$ cat src/hw/rtl/fdc_pkg.sv
package fdc_pkg;

	// disk geometry
	localparam int SECTOR_BYTES      = 137;
	localparam int SECTORS_PER_TRACK = 32;
	localparam int TRACK_BYTES       = SECTOR_BYTES * SECTORS_PER_TRACK;

	localparam int POS_W  = 21;
	localparam int TPROD_W = 25;   // 8 bit track times up to 17 bit track size
	localparam int SPROD_W = 17;   // 6 bit sector times up to 11 bit sector size

	localparam int NSLOTS = 3;
	localparam logic [1:0] EMPTY_SLOT = 2'd2;

	// bus access kinds
	typedef enum logic [2:0] {
		CMD_SELECT = 3'd0,
		CMD_STATUS = 3'd1,
		CMD_FUNC   = 3'd2,
		CMD_SECTOR = 3'd3,
		CMD_DWRITE = 3'd4,
		CMD_DREAD  = 3'd5
	} cmd_t;

	// storage request kinds
	typedef enum logic [1:0] {
		MEM_NONE  = 2'd0,
		MEM_READ  = 2'd1,
		MEM_WRITE = 2'd2
	} mem_op_t;

	// status bits, active low
	localparam logic [7:0] ST_ENWD   = 8'h01;
	localparam logic [7:0] ST_HEAD   = 8'h04;
	localparam logic [7:0] ST_TRACK0 = 8'h40;
	localparam logic [7:0] ST_NRDA   = 8'h80;

	// function byte bit positions
	localparam int FN_STEP_IN     = 0;
	localparam int FN_STEP_OUT    = 1;
	localparam int FN_HEAD_LOAD   = 2;
	localparam int FN_HEAD_UNLOAD = 3;
	localparam int FN_WRITE_EN    = 7;

	typedef struct packed {
		logic [2:0] cmd;
		logic [7:0] data;
	} fdc_item_t;

	typedef struct packed {
		logic [7:0]       rdata;
		logic [1:0]       op;
		logic             drive;
		logic [POS_W-1:0] addr;
		logic [7:0]       wdata;
	} fdc_res_t;

	function automatic logic [POS_W-1:0] track_start(input logic [7:0] trk);
		logic [TPROD_W-1:0] p;
		p = TPROD_W'(trk) * TPROD_W'(TRACK_BYTES);
		return p[POS_W-1:0];
	endfunction

endpackage

$ cat src/hw/rtl/fdc_in_stage.sv
module fdc_in_stage (
	input  logic              clk,
	input  logic              arst_n,
	input  logic              s_tvalid,
	output logic              s_tready,
	input  logic [7:0]        s_tdata,
	input  logic [2:0]        s_tuser,
	input  logic              advance,
	output logic              valid_s1,
	output fdc_pkg::fdc_item_t item_s1
);
	import fdc_pkg::*;

	// stage takes a new item when empty or when its item moves on
	assign s_tready = !valid_s1 || advance;

	always_ff @(posedge clk or negedge arst_n) begin
		if (!arst_n) begin
			valid_s1 <= 1'b0;
		end else if (s_tready) begin
			valid_s1 <= s_tvalid;
		end
	end

	always_ff @(posedge clk) begin
		if (s_tready && s_tvalid) begin
			item_s1.cmd  <= s_tuser;
			item_s1.data <= s_tdata;
		end
	end

endmodule

$ cat src/hw/rtl/fdc_core.sv
module fdc_core (
	input  logic              clk,
	input  logic              arst_n,
	input  logic              fire,
	input  fdc_pkg::fdc_item_t item,
	output fdc_pkg::fdc_res_t  res
);
	import fdc_pkg::*;

	logic [1:0]       sel_q;
	logic [7:0]       status_q [NSLOTS];
	logic [7:0]       track_q  [NSLOTS];
	logic [5:0]       sector_q [NSLOTS];
	logic [7:0]       wcount_q [NSLOTS];
	logic [POS_W-1:0] pos_q    [NSLOTS];

	logic [1:0]       s;
	logic [7:0]       st_cur, trk_cur, wc_cur;
	logic [5:0]       sc_cur;
	logic [POS_W-1:0] pos_cur;

	logic [7:0]       trk_step;
	logic [7:0]       st_step;
	logic [7:0]       mul_trk;
	logic [POS_W-1:0] tstart;
	logic [5:0]       sc_wrap;
	logic [SPROD_W-1:0] sec_off;

	logic [1:0]       sel_n;
	logic [7:0]       st_n, trk_n, wc_n;
	logic [5:0]       sc_n;
	logic [POS_W-1:0] pos_n;

	assign s       = (sel_q == 2'd3) ? EMPTY_SLOT : sel_q;
	assign st_cur  = status_q[s];
	assign trk_cur = track_q[s];
	assign sc_cur  = sector_q[s];
	assign wc_cur  = wcount_q[s];
	assign pos_cur = pos_q[s];

	// step in then step out, track saturates at both ends
	always_comb begin
		trk_step = trk_cur;
		st_step  = st_cur;
		if (item.data[FN_STEP_IN]) begin
			if (trk_step != 8'hFF)
				trk_step = trk_step + 8'd1;
			if (trk_step != 8'd0)
				st_step = st_step | ST_TRACK0;
		end
		if (item.data[FN_STEP_OUT]) begin
			if (trk_step != 8'd0)
				trk_step = trk_step - 8'd1;
			if (trk_step == 8'd0)
				st_step = st_step & ~ST_TRACK0;
		end
	end

	// one shared track-start multiply
	assign mul_trk = (item.cmd == CMD_FUNC) ? trk_step : trk_cur;
	assign tstart  = track_start(mul_trk);

	assign sc_wrap = ({1'b0, sc_cur} >= 7'(SECTORS_PER_TRACK)) ? 6'd0 : sc_cur;
	assign sec_off = SPROD_W'(sc_wrap) * SPROD_W'(SECTOR_BYTES);

	always_comb begin
		sel_n = sel_q;
		st_n  = st_cur;
		trk_n = trk_cur;
		sc_n  = sc_cur;
		wc_n  = wc_cur;
		pos_n = pos_cur;
		res   = '0;
		case (item.cmd)
			CMD_SELECT: begin
				case (item.data[3:0])
					4'd0:    sel_n = 2'd0;
					4'd1:    sel_n = 2'd1;
					default: sel_n = EMPTY_SLOT;
				endcase
			end
			CMD_STATUS: begin
				res.rdata = st_cur;
			end
			CMD_FUNC: begin
				st_n  = st_step;
				trk_n = trk_step;
				if (item.data[FN_STEP_IN] || item.data[FN_STEP_OUT])
					pos_n = tstart;
				if (item.data[FN_HEAD_LOAD])
					st_n = st_n & ~(ST_HEAD | ST_NRDA);
				if (item.data[FN_HEAD_UNLOAD])
					st_n = st_n | ST_HEAD;
				if (item.data[FN_WRITE_EN]) begin
					st_n = st_n & ~ST_ENWD;
					wc_n = 8'd0;
				end
			end
			CMD_SECTOR: begin
				pos_n     = tstart + POS_W'(sec_off);
				res.rdata = {1'b0, sc_wrap, 1'b0};
				sc_n      = sc_wrap + 6'd1;
			end
			CMD_DWRITE: begin
				if (s != EMPTY_SLOT) begin
					res.op    = MEM_WRITE;
					res.drive = s[0];
					res.addr  = pos_cur;
					res.wdata = item.data;
				end
				pos_n = pos_cur + POS_W'(1);
				if ({3'b0, wc_cur} == 11'(SECTOR_BYTES)) begin
					wc_n = 8'd0;
					st_n = st_cur | ST_ENWD;
				end else begin
					wc_n = wc_cur + 8'd1;
				end
			end
			CMD_DREAD: begin
				if (s != EMPTY_SLOT) begin
					res.op    = MEM_READ;
					res.drive = s[0];
					res.addr  = pos_cur;
				end
				pos_n = pos_cur + POS_W'(1);
			end
			default: begin
			end
		endcase
	end

	always_ff @(posedge clk or negedge arst_n) begin
		if (!arst_n) begin
			sel_q <= EMPTY_SLOT;
			for (int i = 0; i < NSLOTS; i++) begin
				status_q[i] <= 8'hFF;
				track_q[i]  <= 8'd0;
				sector_q[i] <= 6'd0;
				wcount_q[i] <= 8'd0;
				pos_q[i]    <= '0;
			end
		end else if (fire) begin
			sel_q       <= sel_n;
			status_q[s] <= st_n;
			track_q[s]  <= trk_n;
			sector_q[s] <= sc_n;
			wcount_q[s] <= wc_n;
			pos_q[s]    <= pos_n;
		end
	end

endmodule

$ cat src/hw/rtl/floppy_disk_controller_ports.sv
// Port-level model of a hard-sectored floppy controller with two drives and
// an empty third slot. Each input item is one processor bus access (kind on
// s_tuser, byte on s_tdata) and gives exactly one result item: a register read
// byte plus a storage request (none, read byte, write byte) with drive and
// byte address into an outside drive image. Reads of the image data itself
// come back from that outside memory, not through this block. One item is
// accepted per clock unless the result side stalls; an item passes the input
// register and then the result register, with the per-slot update logic (a
// track-start multiply, a sector-offset multiply and an add) between them.
// The result register frees the input side, so one more item is still taken
// while a result waits; after that the input stalls until the result moves.
// After reset the empty slot is selected and all status bits are inactive.
module floppy_disk_controller_ports (
	input  logic        clk,
	input  logic        arst_n,
	// input items
	input  logic        s_tvalid,
	output logic        s_tready,
	input  logic [7:0]  s_tdata,   // [7:0] data_in
	input  logic [2:0]  s_tuser,   // [2:0] cmd
	// result items
	output logic        m_tvalid,
	input  logic        m_tready,
	output logic [39:0] m_tdata,   // [7:0] reg_rdata, [8] mem_drive,
	                               // [29:9] mem_addr, [37:30] mem_wdata, rest zero
	output logic [1:0]  m_tuser    // [1:0] mem_op
);
	import fdc_pkg::*;

	logic      valid_s1;
	fdc_item_t item_s1;
	logic      advance;
	logic      fire;
	fdc_res_t  res;
	fdc_res_t  res_q;
	logic      out_valid_q;

	// item in stage 1 moves on when the result register is free or being taken
	assign advance = !out_valid_q || m_tready;
	assign fire    = valid_s1 && advance;

	fdc_in_stage u_in (
		.clk      (clk),
		.arst_n   (arst_n),
		.s_tvalid (s_tvalid),
		.s_tready (s_tready),
		.s_tdata  (s_tdata),
		.s_tuser  (s_tuser),
		.advance  (advance),
		.valid_s1 (valid_s1),
		.item_s1  (item_s1)
	);

	// per-slot drive state and the access decode
	fdc_core u_core (
		.clk    (clk),
		.arst_n (arst_n),
		.fire   (fire),
		.item   (item_s1),
		.res    (res)
	);

	// result register
	always_ff @(posedge clk or negedge arst_n) begin
		if (!arst_n) begin
			out_valid_q <= 1'b0;
		end else if (advance) begin
			out_valid_q <= valid_s1;
		end
	end

	always_ff @(posedge clk) begin
		if (fire) begin
			res_q <= res;
		end
	end

	assign m_tvalid = out_valid_q;
	assign m_tuser  = res_q.op;
	assign m_tdata  = {2'b00, res_q.wdata, res_q.addr, res_q.drive, res_q.rdata};

	// no storage request means all request fields are zero
	a_idle_fields: assert property (@(posedge clk) disable iff (!arst_n)
		(m_tvalid && m_tuser == MEM_NONE) |-> (m_tdata[37:8] == '0))
		else $error("request fields set without a storage request");

	// a read request carries no write byte
	a_read_wdata: assert property (@(posedge clk) disable iff (!arst_n)
		(m_tvalid && m_tuser == MEM_READ) |-> (m_tdata[37:30] == 8'd0))
		else $error("read request with write byte");

	// a held stage-1 item keeps its contents
	a_s1_hold: assert property (@(posedge clk) disable iff (!arst_n)
		(valid_s1 && !advance) |=> (valid_s1 && $stable(item_s1)))
		else $error("stage 1 item lost while stalled");

endmodule
$ cat config.mk
export PLATFORM = sky130hd
export DESIGN_NAME = floppy_disk_controller_ports
export DESIGN_NICKNAME = d
export VERILOG_FILES = /design/src/hw/rtl/fdc_pkg.sv /design/src/hw/rtl/fdc_in_stage.sv /design/src/hw/rtl/fdc_core.sv /design/src/hw/rtl/floppy_disk_controller_ports.sv
export SDC_FILE = /design/constraint.sdc
export NUM_CORES = 1
export LEC_CHECK = 0
export ABC_AREA = 1
export BUFFER_PORTS_ARGS = -buffer_cell sky130_fd_sc_hd__buf_2
export CAP_MARGIN = 20
export CELL_PAD_IN_SITES_DETAIL_PLACEMENT = 1
export CELL_PAD_IN_SITES_GLOBAL_PLACEMENT = 1
export CORE_MARGIN = 10
export CORE_UTILIZATION = 50
export DETAILED_ROUTE_END_ITERATION = 8
export GPL_ROUTABILITY_DRIVEN = 0
export PLACE_DENSITY = 0.94
export SYNTH_ARGS = -nofsm -noshare
export SYNTH_HDL_FRONTEND = slang
export SYNTH_SLANG_ARGS = --single-unit
$ cat constraint.sdc
create_clock -name clk -period 15.2 [get_ports clk]
set_input_delay 1.52 -clock clk [delete_from_list [all_inputs] [get_ports clk]]
set_output_delay 1.52 -clock clk [all_outputs]
set_load 0.05 [all_outputs]
==> results of run 1 <==
-- worst paths after layout --
| path | end | slack [ns] | startpoint |
|---|---|---|---|
| worst max-delay path | u_core.pos_q[60]$_DFFE_PN0P_ | 6.68 | u_core.sel_q[1]$_DFFE_PN1P_ |
| worst min-delay path | u_core.status_q[20]$_DFFE_PN1P_ | 0.37 | u_core.status_q[20]$_DFFE_PN1P_ |
| worst max register to register | u_core.pos_q[60]$_DFFE_PN0P_ | 6.68 | u_core.sel_q[1]$_DFFE_PN1P_ |
| worst min register to register | u_core.status_q[20]$_DFFE_PN1P_ | 0.37 | u_core.status_q[20]$_DFFE_PN1P_ |
| max in group asynchronous | u_core.pos_q[33]$_DFFE_PN0P_ | 12.65 | arst_n |
| min in group asynchronous | u_core.wcount_q[14]$_DFFE_PN0P_ | 1.04 | arst_n |
-- Yosys cell counts (all sizes together) (2+ instances only) --
cell type	instances
nand2	419
o22ai	22
nand3b	5
fa	7
buf	18
o31ai	2
xor2	15
a22o	5
clkbuf	52
a211oi	3
nor3	7
inv	190
nor4	4
o21bai	2
o211ai	7
nand4	10
nor2	123
dfrtp	132
clkinv	5
nand3	77
o2111ai	8
dfstp	25
a21oi	63
edfxtp	51
o21ai	166
a221oi	11
ha	52
xnor2	2
or2	5
-- state kept, by name, summed over array words and instances (netlist names) --
name	count
m_tdata	38
u_core.sel_q	2
u_core.status_q	24
u_core.sector_q	18
u_in.item_s1	11
m_tvalid	1
u_core.pos_q	63
u_in.valid_s1	1
u_core.wcount_q	24
m_tuser	2
u_core.track_q	24
-- kinds of logic (layout without fill, tap and decap cells) --
logic type | after synthesis | count (layout) | synth area share
AOI/OAI and AO/OA | 297 | 297 | 0.1414
xor gates and xnor gates | 17 | 17 | 0.01396
adders and majority gates | 59 | 59 | 0.06585
buffers and inverters | 265 | 306 | 0.08595
DFF | 208 | 208 | 0.4573
muxes | 1 | 1 | 0.0008335
other | 1 | 6 | 0.0003123
and+or+nand+nor | 651 | 651 | 0.2344
-- final cells by class --
class	instances	area (um2)
tap	319	399.1
clock buffer	27	610.6
inverter	195	733.2
sequential	208	5492
multi-input combinational	1030	5528
fill	2903	10240
antenna	1	2.502
timing repair buffer	69	384.1
clock inverter	15	157.7
-- metrics by stage --
step	utilization	hold slack [ns]	cell area (um2)	total power, mW
final	0.5652	0.3657	13310	3.002
after global routing	0.5651	0.3699	13300	3.242
after CTS	0.5651	0.3677	13300	2.985
after detailed placement	0.5325	0.3583	12540	2.363
after global placement	0.5325	0.3578	12540	2.250
after floorplan	-	0.4284	12020	1.948
-- power groups by stage --
| stage | combinational [mW] | sequential, mW | clock [mW] |
|---|---|---|---|
| floorplan | 1.09 | 0.859 | 0 |
| detailed placement | 1.53 | 0.835 | 0 |
| global placement | 1.43 | 0.821 | 0 |
| global route | 1.79 | 0.847 | 0.606 |
| CTS | 1.57 | 0.828 | 0.586 |
| finish | 1.59 | 0.831 | 0.580 |
-- per-layer routing --
metal / global-route usage / part of all wire
met3: 0.04980 / 0.064
met5: 0 / 0
met4: 0.07736 / 0.029
met1: 0.3089 / 0.42
met2: 0.4348 / 0.49
-- critical path, delay by kind of cell (launching register included) --
family	cells	cell delay (ns)
AND/OR/NAND/NOR	19	2.87
XOR/XNOR	3	0.70
adder cells (fa/ha/maj)	7	1.98
AO/OA/AOI/OAI	6	0.97
flip-flops	1	0.53
buffers and inverters	6	1.34
-- cells in the final DEF, fill, tap and decap left out, drive strengths merged, types with 15 or more instances in the layout --
| cell | netlist | layout |
|---|---|---|
| inv | 190 | 191 |
| o22ai | 22 | 22 |
| ha | 52 | 52 |
| clkbuf | 52 | 27 |
| o21ai | 166 | 166 |
| dfstp | 25 | 25 |
| dfrtp | 132 | 132 |
| buf | 18 | 69 |
| clkinv | 5 | 16 |
| edfxtp | 51 | 51 |
| nor2 | 123 | 123 |
| nand2 | 419 | 419 |
| nand3 | 77 | 77 |
| xor2 | 15 | 15 |
| a21oi | 63 | 63 |
==> impl_metrics.py, run 1 <==
metrics = {
    "run_status": {
        "status": "finished clean",
    },
    "die": {
        "start_util": 0.5101,
        "dieWidth_um": 175.0,
        "ios": 59,
        "dieArea_um2": 30620,
        "fp-row-count": 56,
        "die_h_um": 175.0,
        "coreArea_um2": 23540,
    },
    "power": {
        "p_leak_nw": 6.393,
        "power_per_cell_area_nw_per_um2": 225.6,
        "p_switching_mw": 1.424,
        "switching_share": 0.4744,
        "p_int_mw": 1.578,
        "seq_power_share": 0.277,
        "peakVddDrop_mv": 0.1074,
        "combPwrFrac": 0.530,
        "clock_power_share": 0.193,
    },
    "yosys": {
        "synth_cells": 1499,
        "ys_async_sr_fraction": 0.7548,
        "syn_area_um2": 12010,
        "synth_area_leaders": "dfrtp_1 28%, edfxtp_1 13%, nand2_1 13%, o21ai_0 5.9%, inv_1 5.7%",
        "ys_warn_count": 0,
        "synth_ff_type": "dfrtp_1",
        "synth_area_leader_cell": "dfrtp_1",
        "synth_cell_types": 61,
        "synth-seq-cells": 208,
        "synth.avg_cell_area_um2": 8.011,
        "synth_top_area_frac": 0.2751,
        "synth_seq_area_share": 0.4573,
        "synth_edf_count": 51,
    },
    "placed_design": {
        "io_buffers": 56,
        "hpwl_mm": 25.90,
        "pre_cts_ws_ns": 6.915,
        "placedCellCount": 1821,
    },
    "cts": {
        "cts_root_buf": "clkbuf_16",
        "cts_tree": "yes",
        "clk_latency_ns": 0.53,
        "clockBufferDepth": 3,
        "h-tree-depth": 1,
        "ctsResizeCount": 0,
        "hold_buffers": 0,
        "post_cts_buffers": 0,
        "clock-sinks": 208,
        "cts_buffers": 23,
        "path_clk_slew_ns": 0.07,
    },
    "sta": {
        "tns_ns": 0,
        "drv_slew": 0,
        "slew_headroom": 0.3499,
        "fmax_ghz": 0.1174,
        "fin_crit_ns": 8.518,
        "hold_viol_final": 0,
        "setup_viol": 0,
        "min_period_over_period": 0.5604,
        "worst_pin_slew_ns": 0.9752,
        "rsz0062_at_grt": "no",
        "finalClockSkew_ns": 0.01185,
        "timing.final.ws_setup_ns": 6.682,
    },
    "grt": {
        "antenna_found_initial": 1,
        "grt_pass1_vias": 11580,
        "overflow": 0,
        "grt_usage": 0.2511,
        "grt_max_degree": 86,
        "grt_pass1_wl_mm": 62.60,
    },
    "detailed_routing": {
        "routed_via_density": 5.796,
        "routedWlPerCell_um": 20.74,
        "drc": 0,
        "wl_mm": 38.67,
        "vias": 10800,
        "drtIter0Drc": 808,
        "drt-pass1-iter-count": 5,
        "antenna_left": 0,
    },
    "min_path": {
        "hold_depth": 0,
        "min_path_type": "flop to flop",
    },
    "finish": {
        "area_delta_synth_final_pct": 10.80,
        "final-instance-count-excl-fill": 1864,
        "nets": 1601,
        "drive_gt1_frac": 0.1295,
    },
    "worst_setup_path": {
        "reg2reg_depth": 41,
        "critPathLaunchType": "flop",
        "worstPathRequired_ns": 15.63,
        "max_stage_delay_ns": 0.67,
        "crit_path_top_delay_cell": "nand2_2",
        "end_kind": "flop",
        "path_common_cell": "ha_1",
        "cp_max_fo": 45,
        "arrival_ns": 8.94,
        "crit_type": "flop to flop",
    },
    "run": {
        "max_cap_violations": 0,
    },
}
Power figures use the tool's default switching activity.
==> inputs of run 2 (changes only) <==
--- a/config.mk
+++ b/config.mk
@@ -11,10 +11,10 @@
 export CELL_PAD_IN_SITES_DETAIL_PLACEMENT = 1
 export CELL_PAD_IN_SITES_GLOBAL_PLACEMENT = 1
 export CORE_MARGIN = 10
-export CORE_UTILIZATION = 50
+export CORE_UTILIZATION = 42
 export DETAILED_ROUTE_END_ITERATION = 8
 export GPL_ROUTABILITY_DRIVEN = 0
-export PLACE_DENSITY = 0.94
+export PLACE_DENSITY = 0.85
 export SYNTH_ARGS = -nofsm -noshare
 export SYNTH_HDL_FRONTEND = slang
 export SYNTH_SLANG_ARGS = --single-unit
==> constraint.sdc (replaced) <==
create_clock -name clk -period 7.5 [get_ports clk]
set_input_delay 0.75 -clock clk [delete_from_list [all_inputs] [get_ports clk]]
set_output_delay 0.75 -clock clk [all_outputs]
set_load 0.05 [all_outputs]
==> impl_metrics.py, run 2 (same netlist as run 1, synthesis figures left out) <==
metrics = {
    "power": {
        "switching_share": 0.4713,
        "combPwrFrac": 0.524,
        "peakVddDrop_mv": 0.2490,
        "power_per_cell_area_nw_per_um2": 462.7,
        "p_leak_nw": 6.483,
        "p_int_mw": 3.322,
        "p_switching_mw": 2.962,
        "seq_power_share": 0.269,
        "clock_power_share": 0.207,
    },
    "placed_design": {
        "place_area_um2": 12630,
        "pre_cts_ws_ns": 0.4620,
        "io_buffers": 56,
        "hpwl_mm": 26.38,
    },
    "die": {
        "die_h_um": 189.1,
        "start_util": 0.4287,
        "dieArea_um2": 35760,
        "ios": 59,
        "dieWidth_um": 189.1,
        "coreArea_um2": 28010,
        "fp-row-count": 61,
    },
    "worst_setup_path": {
        "crit_family": "simple AND/OR/NAND/NOR gates",
        "reg2reg_depth": 42,
        "worstPathRequired_ns": 7.92,
        "critPathLaunchType": "flop",
        "crit_path_top_delay_cell": "dfstp_2",
        "cp_max_fo": 22,
        "crit_buf_inv": 8,
        "crit_type": "flop to flop",
        "reg2reg_to": "u_core.pos_q[40]$_DFFE_PN0P_",
        "worstReg2RegStart": "u_core.sel_q[1]$_DFFE_PN1P_",
        "arrival_ns": 7.39,
        "end_kind": "flop",
        "max_stage_delay_ns": 0.65,
        "r2r_slack_ns": 0.53,
    },
    "finish": {
        "drive_gt1_frac": 0.1380,
        "area_delta_synth_final_pct": 13.10,
        "multi_input_comb_area_um2": 5534,
        "largest_register": "u_core.pos_q",
        "final_common_cell": "nand2_1",
        "fill_cells": 3457,
        "seq_area_um2": 5492,
        "largest_reg_flops": 63,
        "nets": 1613,
        "final_cell_mix": "404 x nand2_1, 178 x inv_1, 138 x o21ai_0",
        "diodes": 0,
        "fin_area_um2": 13580,
    },
    "cts": {
        "clockBufferDepth": 3,
        "clock-sinks": 208,
        "clk_latency_ns": 0.55,
        "cts_root_buf": "clkbuf_16",
        "h-tree-depth": 1,
        "cts_tree": "yes",
        "cts_buffers": 25,
        "path_clk_slew_ns": 0.06,
        "hold_buffers": 0,
    },
    "sta": {
        "fmax_ghz": 0.1434,
        "timing.final.ws_setup_ns": 0.5289,
        "slew_headroom": 0.3357,
        "worst_pin_slew_ns": 0.9965,
        "hold_viol_final": 0,
        "setup_viol": 0,
        "min_period_over_period": 0.9295,
        "fin_crit_ns": 6.971,
        "holdWs_ns": 0.3096,
        "tns_ns": 0,
        "drv_slew": 0,
        "finalClockSkew_ns": 0.01472,
    },
    "grt": {
        "overflow": 0,
        "antenna_found_initial": 0,
        "grt_pass1_wl_mm": 61.64,
        "grt_max_degree": 103,
        "grt_pass1_vias": 11430,
        "grt_usage": 0.2123,
    },
    "detailed_routing": {
        "drtIter0Drc": 701,
        "drc": 0,
        "drt-pass1-iter-count": 5,
        "antenna_left": 0,
        "routedWlPerCell_um": 20.08,
        "vias": 10770,
        "routed_via_density": 5.563,
        "wl_mm": 38.87,
    },
    "run_status": {
        "status": "finished clean",
    },
    "run": {
        "max_cap_violations": 0,
    },
    "min_path": {
        "min_path_type": "input pin to async pin",
    },
}
run 2: cell count changes in the layout (fill, tap and decap cells not counted), moves of 2 or more:
cell	delta
buf_4	+7
o21ai_0	-4
o21ai_1	+4
clkbuf_1	+3
clkinv_2	-3
clkbuf_16	+2
clkinvlp_4	+2
inv_1	-2
run 2: power groups by stage:
stage                     logic [mW]  clock network, mW  registers, mW
after global placement          3.02                  0           1.67
final                           3.29               1.30           1.69
after detailed placement        3.15                  0           1.70
after CTS                       3.21               1.31           1.69
after global routing            3.68               1.36           1.72
after floorplan                 2.21                  0           1.74
run 2: worst max-delay path by stage:
stage                                     start                            to  slack (ns)  depth (start not counted)
global route        u_core.sel_q[1]$_DFFE_PN1P_  u_core.pos_q[39]$_DFFE_PN0P_       -0.01                         42
finish              u_core.sel_q[1]$_DFFE_PN1P_  u_core.pos_q[40]$_DFFE_PN0P_        0.53                         42
floorplan           u_core.sel_q[1]$_DFFE_PN1P_  u_core.pos_q[17]$_DFFE_PN0P_        1.47                         42
global placement    u_core.sel_q[1]$_DFFE_PN1P_  u_core.pos_q[37]$_DFFE_PN0P_        0.68                         40
CTS                 u_core.sel_q[1]$_DFFE_PN1P_  u_core.pos_q[17]$_DFFE_PN0P_        0.40                         40
detailed placement  u_core.sel_q[1]$_DFFE_PN1P_  u_core.pos_q[58]$_DFFE_PN0P_        0.46                         39
run 2: stage by stage:
step	power (mW)	util	std cells
detailed placement	4.849	0.4511	1884
floorplan	3.948	-	1503
global placement	4.698	0.4511	1884
global route	6.760	0.4849	1936
finish	6.284	0.4849	1936
CTS	6.212	0.4822	1930
run 2: what timing repair did:
action	CTS	global route
buffers inserted	0	4
setup endpoints to repair	0	16
resized for setup	0	9
run 2: layout make-up:
class | count | area share
clock buffer | 33 | 0.05048
clock inverter | 13 | 0.01382
inverter | 195 | 0.05426
multi-input combinational | 1030 | 0.4075
sequential | 208 | 0.4043
tap | 378 | 0.03482
timing repair buffer | 79 | 0.03482
run 2: routing by layer:
layer / vias up / share of wire / GRT usage
met5: - / 0 / 0
li1: 4972 / - / -
met1: 5398 / 0.43 / 0.2655
met3: 92 / 0.050 / 0.02995
met2: 307 / 0.49 / 0.3664
met4: 0 / 0.032 / 0.07479
